**src/rtl/pfa_pkg.sv**
```systemverilog
`timescale 1ns / 1ps
// Shared types and constants of the P-256 field arithmetic unit.
// No dependencies; used by the top level, the front end and the back end.
package pfa_pkg;

   localparam int WordBits = 256;
   // signed reduction accumulator: sum of Solinas terms stays within +/-2^261
   localparam int AccBits  = 262;

   localparam logic [2:0] OP_ADD = 3'd0;
   localparam logic [2:0] OP_SUB = 3'd1;
   localparam logic [2:0] OP_NEG = 3'd2;
   localparam logic [2:0] OP_MUL = 3'd3;
   localparam logic [2:0] OP_SQR = 3'd4;
   localparam logic [2:0] OP_INV = 3'd5;

   localparam logic [WordBits-1:0] P_MOD =
      256'hFFFFFFFF00000001_0000000000000000_00000000FFFFFFFF_FFFFFFFFFFFFFFFF;
   localparam logic [WordBits-1:0] INV_EXP =
      256'hFFFFFFFF00000001_0000000000000000_00000000FFFFFFFF_FFFFFFFFFFFFFFFD;

   // top exponent bit handled after the initial copy of the operand
   localparam logic [7:0] INV_TOP_BIT = 8'd254;

   typedef enum logic [1:0] {
      KIND_LIN,
      KIND_MUL,
      KIND_INV
   } kind_type;

   typedef struct packed {
      logic [2:0]          op;
      kind_type            kind;
      logic [WordBits-1:0] a;
      logic [WordBits-1:0] b;
   } item_type;

   typedef struct packed {
      logic     valid;
      item_type item;
   } head_type;

   typedef enum logic [2:0] {
      B_IDLE,
      B_MUL,
      B_RED,
      B_FIX,
      B_DONE
   } back_state_type;

endpackage

```
**src/rtl/pfa_if.sv**
```systemverilog
`timescale 1ns / 1ps
// Request and response channel interfaces of the P-256 field unit.
// Depends on nothing but plain logic types.
interface pfa_req_if;
   logic        valid;
   logic        ready;
   logic [2:0]  req_type;
   logic [63:0] a_limb0;
   logic [63:0] a_limb1;
   logic [63:0] a_limb2;
   logic [63:0] a_limb3;
   logic [63:0] b_limb0;
   logic [63:0] b_limb1;
   logic [63:0] b_limb2;
   logic [63:0] b_limb3;
   modport source (output valid, req_type, a_limb0, a_limb1, a_limb2, a_limb3,
                   b_limb0, b_limb1, b_limb2, b_limb3, input ready);
   modport sink (input valid, req_type, a_limb0, a_limb1, a_limb2, a_limb3,
                 b_limb0, b_limb1, b_limb2, b_limb3, output ready);
endinterface


```
**src/rtl/pfa_front.sv**
```systemverilog
`timescale 1ns / 1ps
// Front end: accepts request beats, classifies them and queues them.
// Depends on pfa_pkg and pfa_req_if.
module pfa_front (
   input  logic          clock,
   input  logic          reset,
   pfa_req_if.sink       req_ch,
   input  logic          pop,
   output pfa_pkg::head_type head
);

   pfa_pkg::item_type q_ff [2];
   logic              wr_ff, wr_in;
   logic              rd_ff, rd_in;
   logic [1:0]        cnt_ff, cnt_in;
   pfa_pkg::item_type cls;
   logic              push;

   assign req_ch.ready = (cnt_ff != 2'd2);
   assign push = req_ch.valid && req_ch.ready;

   always_comb begin
      cls.op = req_ch.req_type;
      cls.a  = {req_ch.a_limb3, req_ch.a_limb2, req_ch.a_limb1, req_ch.a_limb0};
      cls.b  = {req_ch.b_limb3, req_ch.b_limb2, req_ch.b_limb1, req_ch.b_limb0};
      case (req_ch.req_type)
         pfa_pkg::OP_MUL: cls.kind = pfa_pkg::KIND_MUL;
         pfa_pkg::OP_SQR: begin
            cls.kind = pfa_pkg::KIND_MUL;
            cls.b    = cls.a;
         end
         pfa_pkg::OP_INV: cls.kind = pfa_pkg::KIND_INV;
         default:         cls.kind = pfa_pkg::KIND_LIN;
      endcase
   end

   always_comb begin
      wr_in  = push ? ~wr_ff : wr_ff;
      rd_in  = pop ? ~rd_ff : rd_ff;
      cnt_in = cnt_ff + {1'b0, push} - {1'b0, pop};
   end

   always_ff @(posedge clock) begin
      if (reset) begin
         wr_ff  <= 1'b0;
         rd_ff  <= 1'b0;
         cnt_ff <= 2'd0;
      end else begin
         wr_ff  <= wr_in;
         rd_ff  <= rd_in;
         cnt_ff <= cnt_in;
      end
   end

   always_ff @(posedge clock) begin
      if (push) q_ff[wr_ff] <= cls;
   end

   assign head.valid = (cnt_ff != 2'd0);
   assign head.item  = q_ff[rd_ff];

endmodule

```
**src/flat_wrapper.sv**
```systemverilog
// flat-port wrapper written by rule: the top's interface ports become plain ports
module pfa_front_flat 
  (clock, reset, pop, head, req_ch_valid, req_ch_req_type, req_ch_a_limb0, req_ch_a_limb1, req_ch_a_limb2, req_ch_a_limb3, req_ch_b_limb0, req_ch_b_limb1, req_ch_b_limb2, req_ch_b_limb3, req_ch_ready);
  pfa_req_if req_ch_i ();
  input  logic clock;
  input  logic reset;
  input  logic pop;
  output pfa_pkg::head_type head;
  input wire logic [$bits(req_ch_i.valid)-1:0] req_ch_valid;
  input wire logic [$bits(req_ch_i.req_type)-1:0] req_ch_req_type;
  input wire logic [$bits(req_ch_i.a_limb0)-1:0] req_ch_a_limb0;
  input wire logic [$bits(req_ch_i.a_limb1)-1:0] req_ch_a_limb1;
  input wire logic [$bits(req_ch_i.a_limb2)-1:0] req_ch_a_limb2;
  input wire logic [$bits(req_ch_i.a_limb3)-1:0] req_ch_a_limb3;
  input wire logic [$bits(req_ch_i.b_limb0)-1:0] req_ch_b_limb0;
  input wire logic [$bits(req_ch_i.b_limb1)-1:0] req_ch_b_limb1;
  input wire logic [$bits(req_ch_i.b_limb2)-1:0] req_ch_b_limb2;
  input wire logic [$bits(req_ch_i.b_limb3)-1:0] req_ch_b_limb3;
  output wire logic [$bits(req_ch_i.ready)-1:0] req_ch_ready;
  assign req_ch_i.valid = req_ch_valid;
  assign req_ch_i.req_type = req_ch_req_type;
  assign req_ch_i.a_limb0 = req_ch_a_limb0;
  assign req_ch_i.a_limb1 = req_ch_a_limb1;
  assign req_ch_i.a_limb2 = req_ch_a_limb2;
  assign req_ch_i.a_limb3 = req_ch_a_limb3;
  assign req_ch_i.b_limb0 = req_ch_b_limb0;
  assign req_ch_i.b_limb1 = req_ch_b_limb1;
  assign req_ch_i.b_limb2 = req_ch_b_limb2;
  assign req_ch_i.b_limb3 = req_ch_b_limb3;
  assign req_ch_ready = req_ch_i.ready;
  pfa_front u_core (.clock(clock), .reset(reset), .req_ch(req_ch_i), .pop(pop), .head(head));
endmodule
```
**config.mk**
```make
export PLATFORM = sky130hd
export DESIGN_NAME = pfa_front_flat
export DESIGN_NICKNAME = d
export VERILOG_FILES = /design/src/rtl/pfa_pkg.sv /design/src/rtl/pfa_if.sv /design/src/rtl/pfa_front.sv /design/src/flat_wrapper.sv
export SDC_FILE = /design/constraint.sdc
export NUM_CORES = 1
export LEC_CHECK = 0
export ABC_AREA = 1
export CAP_MARGIN = 30
export CORE_AREA = 2 2 407 409
export CTS_CLUSTER_SIZE = 40
export DETAILED_ROUTE_END_ITERATION = 16
export DIE_AREA = 0 0 409 411
export DONT_BUFFER_PORTS = 1
export GPL_ROUTABILITY_DRIVEN = 0
export PLACE_DENSITY = 0.44
export SLEW_MARGIN = 40
export SYNTH_ARGS = -nofsm -noshare
export SYNTH_HDL_FRONTEND = slang
export SYNTH_SLANG_ARGS = --single-unit
export TNS_END_PERCENT = 10
```
**constraint.sdc**
```tcl
create_clock -name clock -period 40.9 [get_ports clock]
set_input_delay 8.18 -clock clock [delete_from_list [all_inputs] [get_ports clock]]
set_output_delay 8.18 -clock clock [all_outputs]
set_load 0.005 [all_outputs]
```
==> results of run 1 <==
## Yosys cell counts
master | number | area [um2]
edfxtp_1 | 1034 | 31000
nand2_1 | 522 | 1960
mux2_2 | 387 | 4360
nand3_1 | 257 | 1290
mux2_4 | 130 | 1950
buf_2 | 99 | 495
clkbuf_1 | 22 | 82.6
buf_6 | 16 | 180
nor2_1 | 8 | 30.0
buf_1 | 6 | 22.5
dfxtp_1 | 5 | 100
inv_1 | 5 | 18.8
xnor2_1 | 2 | 17.5
a21oi_1 | 1 | 5.00
ha_1 | 1 | 12.5
nor2_2 | 1 | 6.26
o21ai_0 | 1 | 5.00
or2_2 | 1 | 6.26
## path summary, 6_finish.rpt
kind | startpoint | end | slack, ns | depth (start not counted)
setup / recovery | flop | head[111] | 27.66 | 6
hold / removal | u_core.rd_ff | flop | 0.52 | 2
setup reg to reg | u_core.cnt_ff[0] | u_core.q_ff[0][96] | 36.89 | 9
hold reg to reg | u_core.rd_ff | flop | 0.52 | 2
## cell families after synthesis
| logic type | count (synthesis) | synth area share |
|---|---|---|
| flops | 1039 | 0.749 |
| fa+ha+maj | 1 | 0.000301 |
| xor+xnor | 2 | 0.000421 |
| buf+inv | 148 | 0.0192 |
| compound gates | 2 | 0.000240 |
| simple gates | 789 | 0.0791 |
| mux | 517 | 0.152 |
## layout by cell type, fill, tap and decap left out, types with 2 or more instances in the layout
cell / synthesis / final
clkbuf_8: 0 / 6
nand3_1: 257 / 257
edfxtp_1: 1034 / 1034
diode_2: 0 / 11
clkinvlp_4: 0 / 2
xnor2_1: 2 / 2
buf_4: 0 / 17
dfxtp_1: 5 / 4
nor2_4: 0 / 2
clkinv_4: 0 / 2
nor2_1: 8 / 7
clkinv_2: 0 / 20
buf_6: 16 / 14
inv_1: 5 / 4
bufinv_16: 0 / 11
inv_6: 0 / 6
clkbuf_1: 22 / 23
mux2_4: 130 / 130
clkinv_1: 0 / 23
nand2_1: 522 / 521
buf_12: 0 / 3
mux2_2: 387 / 387
clkbuf_16: 0 / 113
clkinv_16: 0 / 3
## power groups by stage
stage,registers (W),logic (W),clock network [W]
6_report,0.00132,0.000268,0.00101
5_1_grt,0.00132,0.000290,0.00109
4_1_cts,0.00132,0.000276,0.00104
3_5_place_dp,0.00134,0.000275,0
3_3_place_gp,0.00134,0.000269,0
2_1_floorplan,0.00140,0.000192,0
## cell type report
class | instances | area (um2) | area share
clock buffers | 142 | 3000 | 0.0628
multi-input cells | 1311 | 9670 | 0.203
flip-flops and latches | 1039 | 31200 | 0.653
diodes | 11 | 27.5 | 0.000577
repair buffers | 35 | 373 | 0.00782
inverters | 5 | 31.3 | 0.000656
well taps | 2189 | 2740 | 0.0574
clock inverters | 68 | 712 | 0.0149
## metal layers
metal  wire length (um)  vias up
li1                   -     9356
met1              43200    10900
met2              65000     1004
met3              14000      217
met4               4160        4
met5                 26        -
## through the flow
step	setup WS (ns)	utilization
2_1_floorplan	9.85	-
3_3_place_gp	27.90	0.267
3_5_place_dp	28.37	0.268
4_1_cts	27.52	0.291
5_1_grt	27.34	0.291
6_report	27.66	0.291
## registers in the layout, summed over array words and instances, names as in the netlist, named ones only
name and count:
u_core.rd_ff 1, u_core.cnt_ff 2, u_core.wr_ff 1, u_core.q_ff 1034
## worst min-delay path, cell delays in order (launching register included)
cell     delay [ns]
dfxtp_1        0.32
xnor2_1        0.09
nor2_1         0.07
==> summary.txt, run 1 <==
Clocking
  – TritonCTS Buffers: 112
  – CTS clock-pin slew for the worst setup and hold paths: roughly 0.060 ns
  – Clock Path Buffers: 3
  – H-tree levels: 3
  – Clk sinks: between 1000 and 1500
  – Post-CTS Resized: 0
  – Worst skew pair latency: approximately 0.73 ns
  – Hold buffer count at cts: 0
  – Root Buffer: clkbuf_16
  – CTS tree: done
  – Post-CTS Setup Inserts: 0

Floorplan
  – Die Y: 411 um
  – Die area: 168000 um2
  – Die width: 409 um
  – Initial core utilization: 0.254
  – I/O Pins: 1038
  – Row Count: ~150
  – Core ar.: approximately 160000 um2

Global routing
  – Grt met1 use: 0.146
  – Gr busiest metal: met2
  – First-pass GRT wire length: approximately 170000 um
  – GRT Resource Usage Total: 0.143
  – Routing usage on met3: 0.0659
  – Largest net degree at the start of global routing: between 200 and 300
  – Initial antenna violation count: 25
  – Grt total ovfl: 0
  – Met2 GRT Util: 0.252
  – Number of global-route vias before repair: around 22000

Pwr
  – Overall power: 0.00260 W
  – Combinational share of power: 0.103
  – Maximum vdd drop: ~36 uV
  – Clock power share: 0.390
  – P_int: approximately 0.002 W
  – Static Leak: 16.4 nW
  – Switching portion of total power: 0.240
  – Pwr per Cell Area: 54.5 nW/um2
  – Sequential share of power: 0.506
  – Psw: roughly 0.00062 W

Routing
  – Vias: 21500
  – First drt pass iteration count: 7
  – DRT Wirelength: ~130000 um
  – Initial DRC Count: about 1700
  – Routed wire length per instance: approximately 26 um
  – DRC: 0
  – Via density: 4.48
  – Antenna-violating nets left: 0

STA
  – Minimum clock period: between 10 and 15 ns
  – RSZ-0062 raised after global routing: false
  – Fmax achieved: roughly 0.076 GHz
  – Final Hold Slack: 0.515 ns
  – Clock skew: between 0.04 and 0.05 ns
  – Final setup violating endpoints: 0
  – Fin crit share: 0.324
  – Final Slew Violations: 0
  – Hold Fails Final Rpt: 0
  – Max_slew headroom: 0.440
  – Setup TNS: 0 ns
  – Slew @ Worst Pin: between 0.8 and 0.9 ns

Place
  – Post-place instance area: between 40000 and 50000 um2
  – Placed cell count: ~4600
  – DP HPWL: a little under 90000 um
  – # port buffers: 0

Worst setup path
  – Critical Path RT: ~33 ns
  – Worst path slowest cell: dfxtp_4
  – CP cell instances: buf_6, buf_4, buf_4, buf_12, buf_6, mux2_2
  – Critical path buffer and inverter count: 5
  – CP Capture Type: output pin
  – Max stage delay on crit path: ~0.81 ns
  – CP top delay family: buffers and inverters
  – CP Class: reg -> out
  – WP data arrival: 5.06 ns
  – Crit-path max FO: between 70 and 80
  – Crit start category: flop

Synthesis
  – Syn_nets: about 3000
  – Post-synthesis sequential area ratio: 0.749
  – Avg Cell Area, Syn: approximately 17 um2
  – Mapped cell area: 41600 um2
  – Seq cells post-synth: about 1000
  – Number of synthesis warnings: 0
  – Post-Synthesis Cells: ~2500
  – Yosys cell types: 18

Job
  – Max Cap Viol: 0

Status
  – Run status: finished, final reports clean

Final layout
  – Final Non-Filler Cells: 4800
  – Final instance area: approximately 48000 um2
  – Fraction of layout cells with a size suffix above 1: 0.278
  – Layout Nets: between 3000 and 4000
  – Area Growth Syn to Fin: 14.7%
  – # fillers: roughly 16000

Min path
  – Min-Delay Path Class: reg -> reg
Power figures use the tool's default switching activity.
==> run 2: changes to the inputs <==
--- a/config.mk
+++ b/config.mk
@@ -13,7 +13,7 @@
 export DIE_AREA = 0 0 409 411
 export DONT_BUFFER_PORTS = 1
 export GPL_ROUTABILITY_DRIVEN = 0
-export PLACE_DENSITY = 0.44
+export PLACE_DENSITY = 0.45
 export SLEW_MARGIN = 40
 export SYNTH_ARGS = -nofsm -noshare
 export SYNTH_HDL_FRONTEND = slang
==> constraint.sdc (replaced) <==
create_clock -name clock -period 11.8 [get_ports clock]
set_input_delay 2.36 -clock clock [delete_from_list [all_inputs] [get_ports clock]]
set_output_delay 2.36 -clock clock [all_outputs]
set_load 0.005 [all_outputs]
==> summary.txt, run 2 (synthesized netlist as in run 1, its figures left out) <==
Final layout
  – Regs by FF count: u_core.q_ff (1034), u_core.cnt_ff (2)
  – Reg with most FFs: u_core.q_ff
  – Fraction of layout cells with a size suffix above 1: 0.275 (-0.00314)
  – Largest register FFs: 1034 (unchanged)
  – Most frequent cells in the layout: edfxtp_1, nand2_1, mux2_2
  – Area Growth Syn to Fin: 15.1%
  – Final Non-Filler Cells: 4798 (-0.042%)
  – Most common cell after layout, fill and taps aside: edfxtp_1
  – Layout Nets: 3020 (-0.13%)

Worst setup path
  – Worst path slowest cell: dfxtp_4
  – Crit Reg-Reg Startpoint: u_core.cnt_ff[0]
  – Max stage delay on crit path: 0.68 ns (-0.13 ns)
  – CP Capture Type: output pin
  – R2R depth: 9 (unchanged)
  – Critical Path RT: 9.44 ns (-23.28 ns)
  – Worst flop-to-flop path endpoint: u_core.q_ff[1][385]
  – Crit-path max FO: 99 (+27%)
  – R2R Setup Slk: 8.15 ns (-28.74 ns)
  – Crit start category: flop
  – WP data arrival: 3.65 ns (-1.41 ns)
  – CP Class: reg -> out
  – Critical path buffer and inverter count: 4 (-1)
  – CP cell instances: buf_12, buf_16, buf_12, buf_16, mux2_2
  – CP top delay family: buffers and inverters

STA
  – Fin crit share: 0.510
  – Final Slew Violations: 0 (unchanged)
  – Max_slew headroom: 0.438 (-0.00175)
  – Final Hold Slack: 0.512 ns (-0.00309 ns)
  – Hold Fails Final Rpt: 0 (unchanged)
  – RSZ-0062 raised after global routing: false
  – Slew @ Worst Pin: 0.843 ns (+0.00262 ns)
  – Fmax achieved: 0.166 GHz
  – Final setup violating endpoints: 0 (unchanged)
  – Clock skew: 0.0348 ns (-0.00694 ns)
  – Minimum clock period: 6.01 ns

Floorplan
  – Initial core utilization: 0.254 (unchanged)
  – I/O Pins: 1038 (unchanged)
  – Core ar.: 164000 um2 (unchanged)
  – Die width: 409 um (unchanged)
  – Row Count: 149 (unchanged)
  – Die Y: 411 um (unchanged)
  – Die area: 168000 um2 (unchanged)

Routing
  – Vias: 21600 (+0.54%)
  – Routed wire length per instance: 27.4 um (+4.1%)
  – Met3 wire length: 14000 um (about the same)
  – First drt pass iteration count: 5 (-2)
  – Highest routed layer: met5
  – Initial DRC Count: 1487 (-12%)
  – Met1 wire length: 46900 um (+8.6%)
  – WL met2: 66400 um (+2.2%)
  – DRC: 0 (unchanged)
  – DRT Wirelength: 132000 um (+4.1%)
  – Via density: 4.50 (+0.58%)
  – Antenna-violating nets left: 0 (unchanged)

Job
  – Max Cap Viol: 0 (unchanged)

Place
  – DP HPWL: 90400 um (+0.98%)
  – # port buffers: 0 (unchanged)
  – Placed cell count: 4565 (-0.31%)

Clocking
  – TritonCTS Buffers: 115 (+2.7%)
  – Clock Path Buffers: 3 (unchanged)
  – CTS clock-pin slew for the worst setup and hold paths: 0.06 ns (about the same)
  – Post-CTS Setup Inserts: 0 (unchanged)
  – H-tree levels: 3 (unchanged)
  – Clk sinks: 1039 (unchanged)
  – Hold buffer count at cts: 0 (unchanged)
  – Worst skew pair latency: 0.73 ns (about the same)
  – CTS tree: done
  – Root Buffer: clkbuf_16
  – Post-CTS Resized: 0 (unchanged)

Min path
  – Hold_sp: u_core.rd_ff
  – Hold path cells: 2 (unchanged)
  – Min-Delay Path Class: reg -> reg
  – Worst Hold End: u_core.rd_ff

Status
  – Run status: finished, final reports clean

Global routing
  – Initial antenna violation count: 28 (+12%)
  – Number of global-route vias before repair: 22200 (-0.50%)
  – Largest net degree at the start of global routing: 262 (unchanged)
  – GRT Resource Usage Total: 0.149 (+0.00640)
  – First-pass GRT wire length: 178000 um (+3.3%)
  – Grt total ovfl: 0 (unchanged)

Pwr
  – Pwr per Cell Area: 189 nW/um2 (+250%)
  – Static Leak: 16.4 nW (+0.31%)
  – Maximum vdd drop: 118 uV (+230%)
## run 2: cell count changes in the layout (fill, tap and decap cells not counted), sizes merged
cell,change
buf,-7
clkinv,+3
clkbuf,-2
clkinvlp,+2
diode,+1
inv,+1
## run 2: layer usage
metal,up-vias,GRT usage
li1,9355,-
met1,11100,0.157
met2,919,0.257
met3,204,0.0703
met4,4,0.0583
met5,-,0
## run 2: power breakdown
part,total [W],internal (W),switching [W]
Clock,0.00354,0.00206,0.00148
Sequential,0.00456,0.00447,0.0000922
Combinational,0.000949,0.000348,0.000602
## run 2: worst reg2reg max path, cell delays in order (launching register included)
cell     delay (ns)
dfxtp_1        0.32
inv_1          0.05
nand2_1        0.22
nand2_1        0.20
inv_1          0.13
nand2_1        0.15
inv_8          0.46
buf_12         0.46
buf_16         0.41
buf_12         0.68
## run 2: area by class of cell
type	instances	area, um2
Antenna cell	12	30.0
Clock buffer	140	3010
Clock inverter	74	719
Fill cell	16400	116000
Inverter	5	26.3
Multi-Input combinational cell	1311	9660
Sequential cell	1039	31200
Tap cell	2189	2740
Timing Repair Buffer	28	544
## run 2: worst max path at each step
| stage | from | end | slack (ns) | cells after the start |
|---|---|---|---|---|
| after floorplan | req_ch_valid | u_core.q_ff[1][0] | -1.67 | 4 |
| after global placement | req_ch_valid | u_core.q_ff[1][75] | 6.36 | 6 |
| after detailed placement | req_ch_valid | u_core.q_ff[1][126] | 6.46 | 7 |
| after CTS | flop | head[128] | 5.76 | 4 |
| after global routing | flop | head[127] | 5.57 | 5 |
| final | flop | head[128] | 5.79 | 5 |
## run 2: metrics by stage
stage	setup TNS (ns)	setup slack (ns)	util	instance area [um2]	power (W)
detailed placement	0	6.46	0.268	43900	0.00560
global route	0	5.57	0.292	47900	0.00939
CTS	0	5.76	0.291	47700	0.00919
finish	0	5.79	0.292	47900	0.00906
floorplan	-860.97	-1.67	-	41600	0.00538
global placement	0	6.36	0.268	43900	0.00560
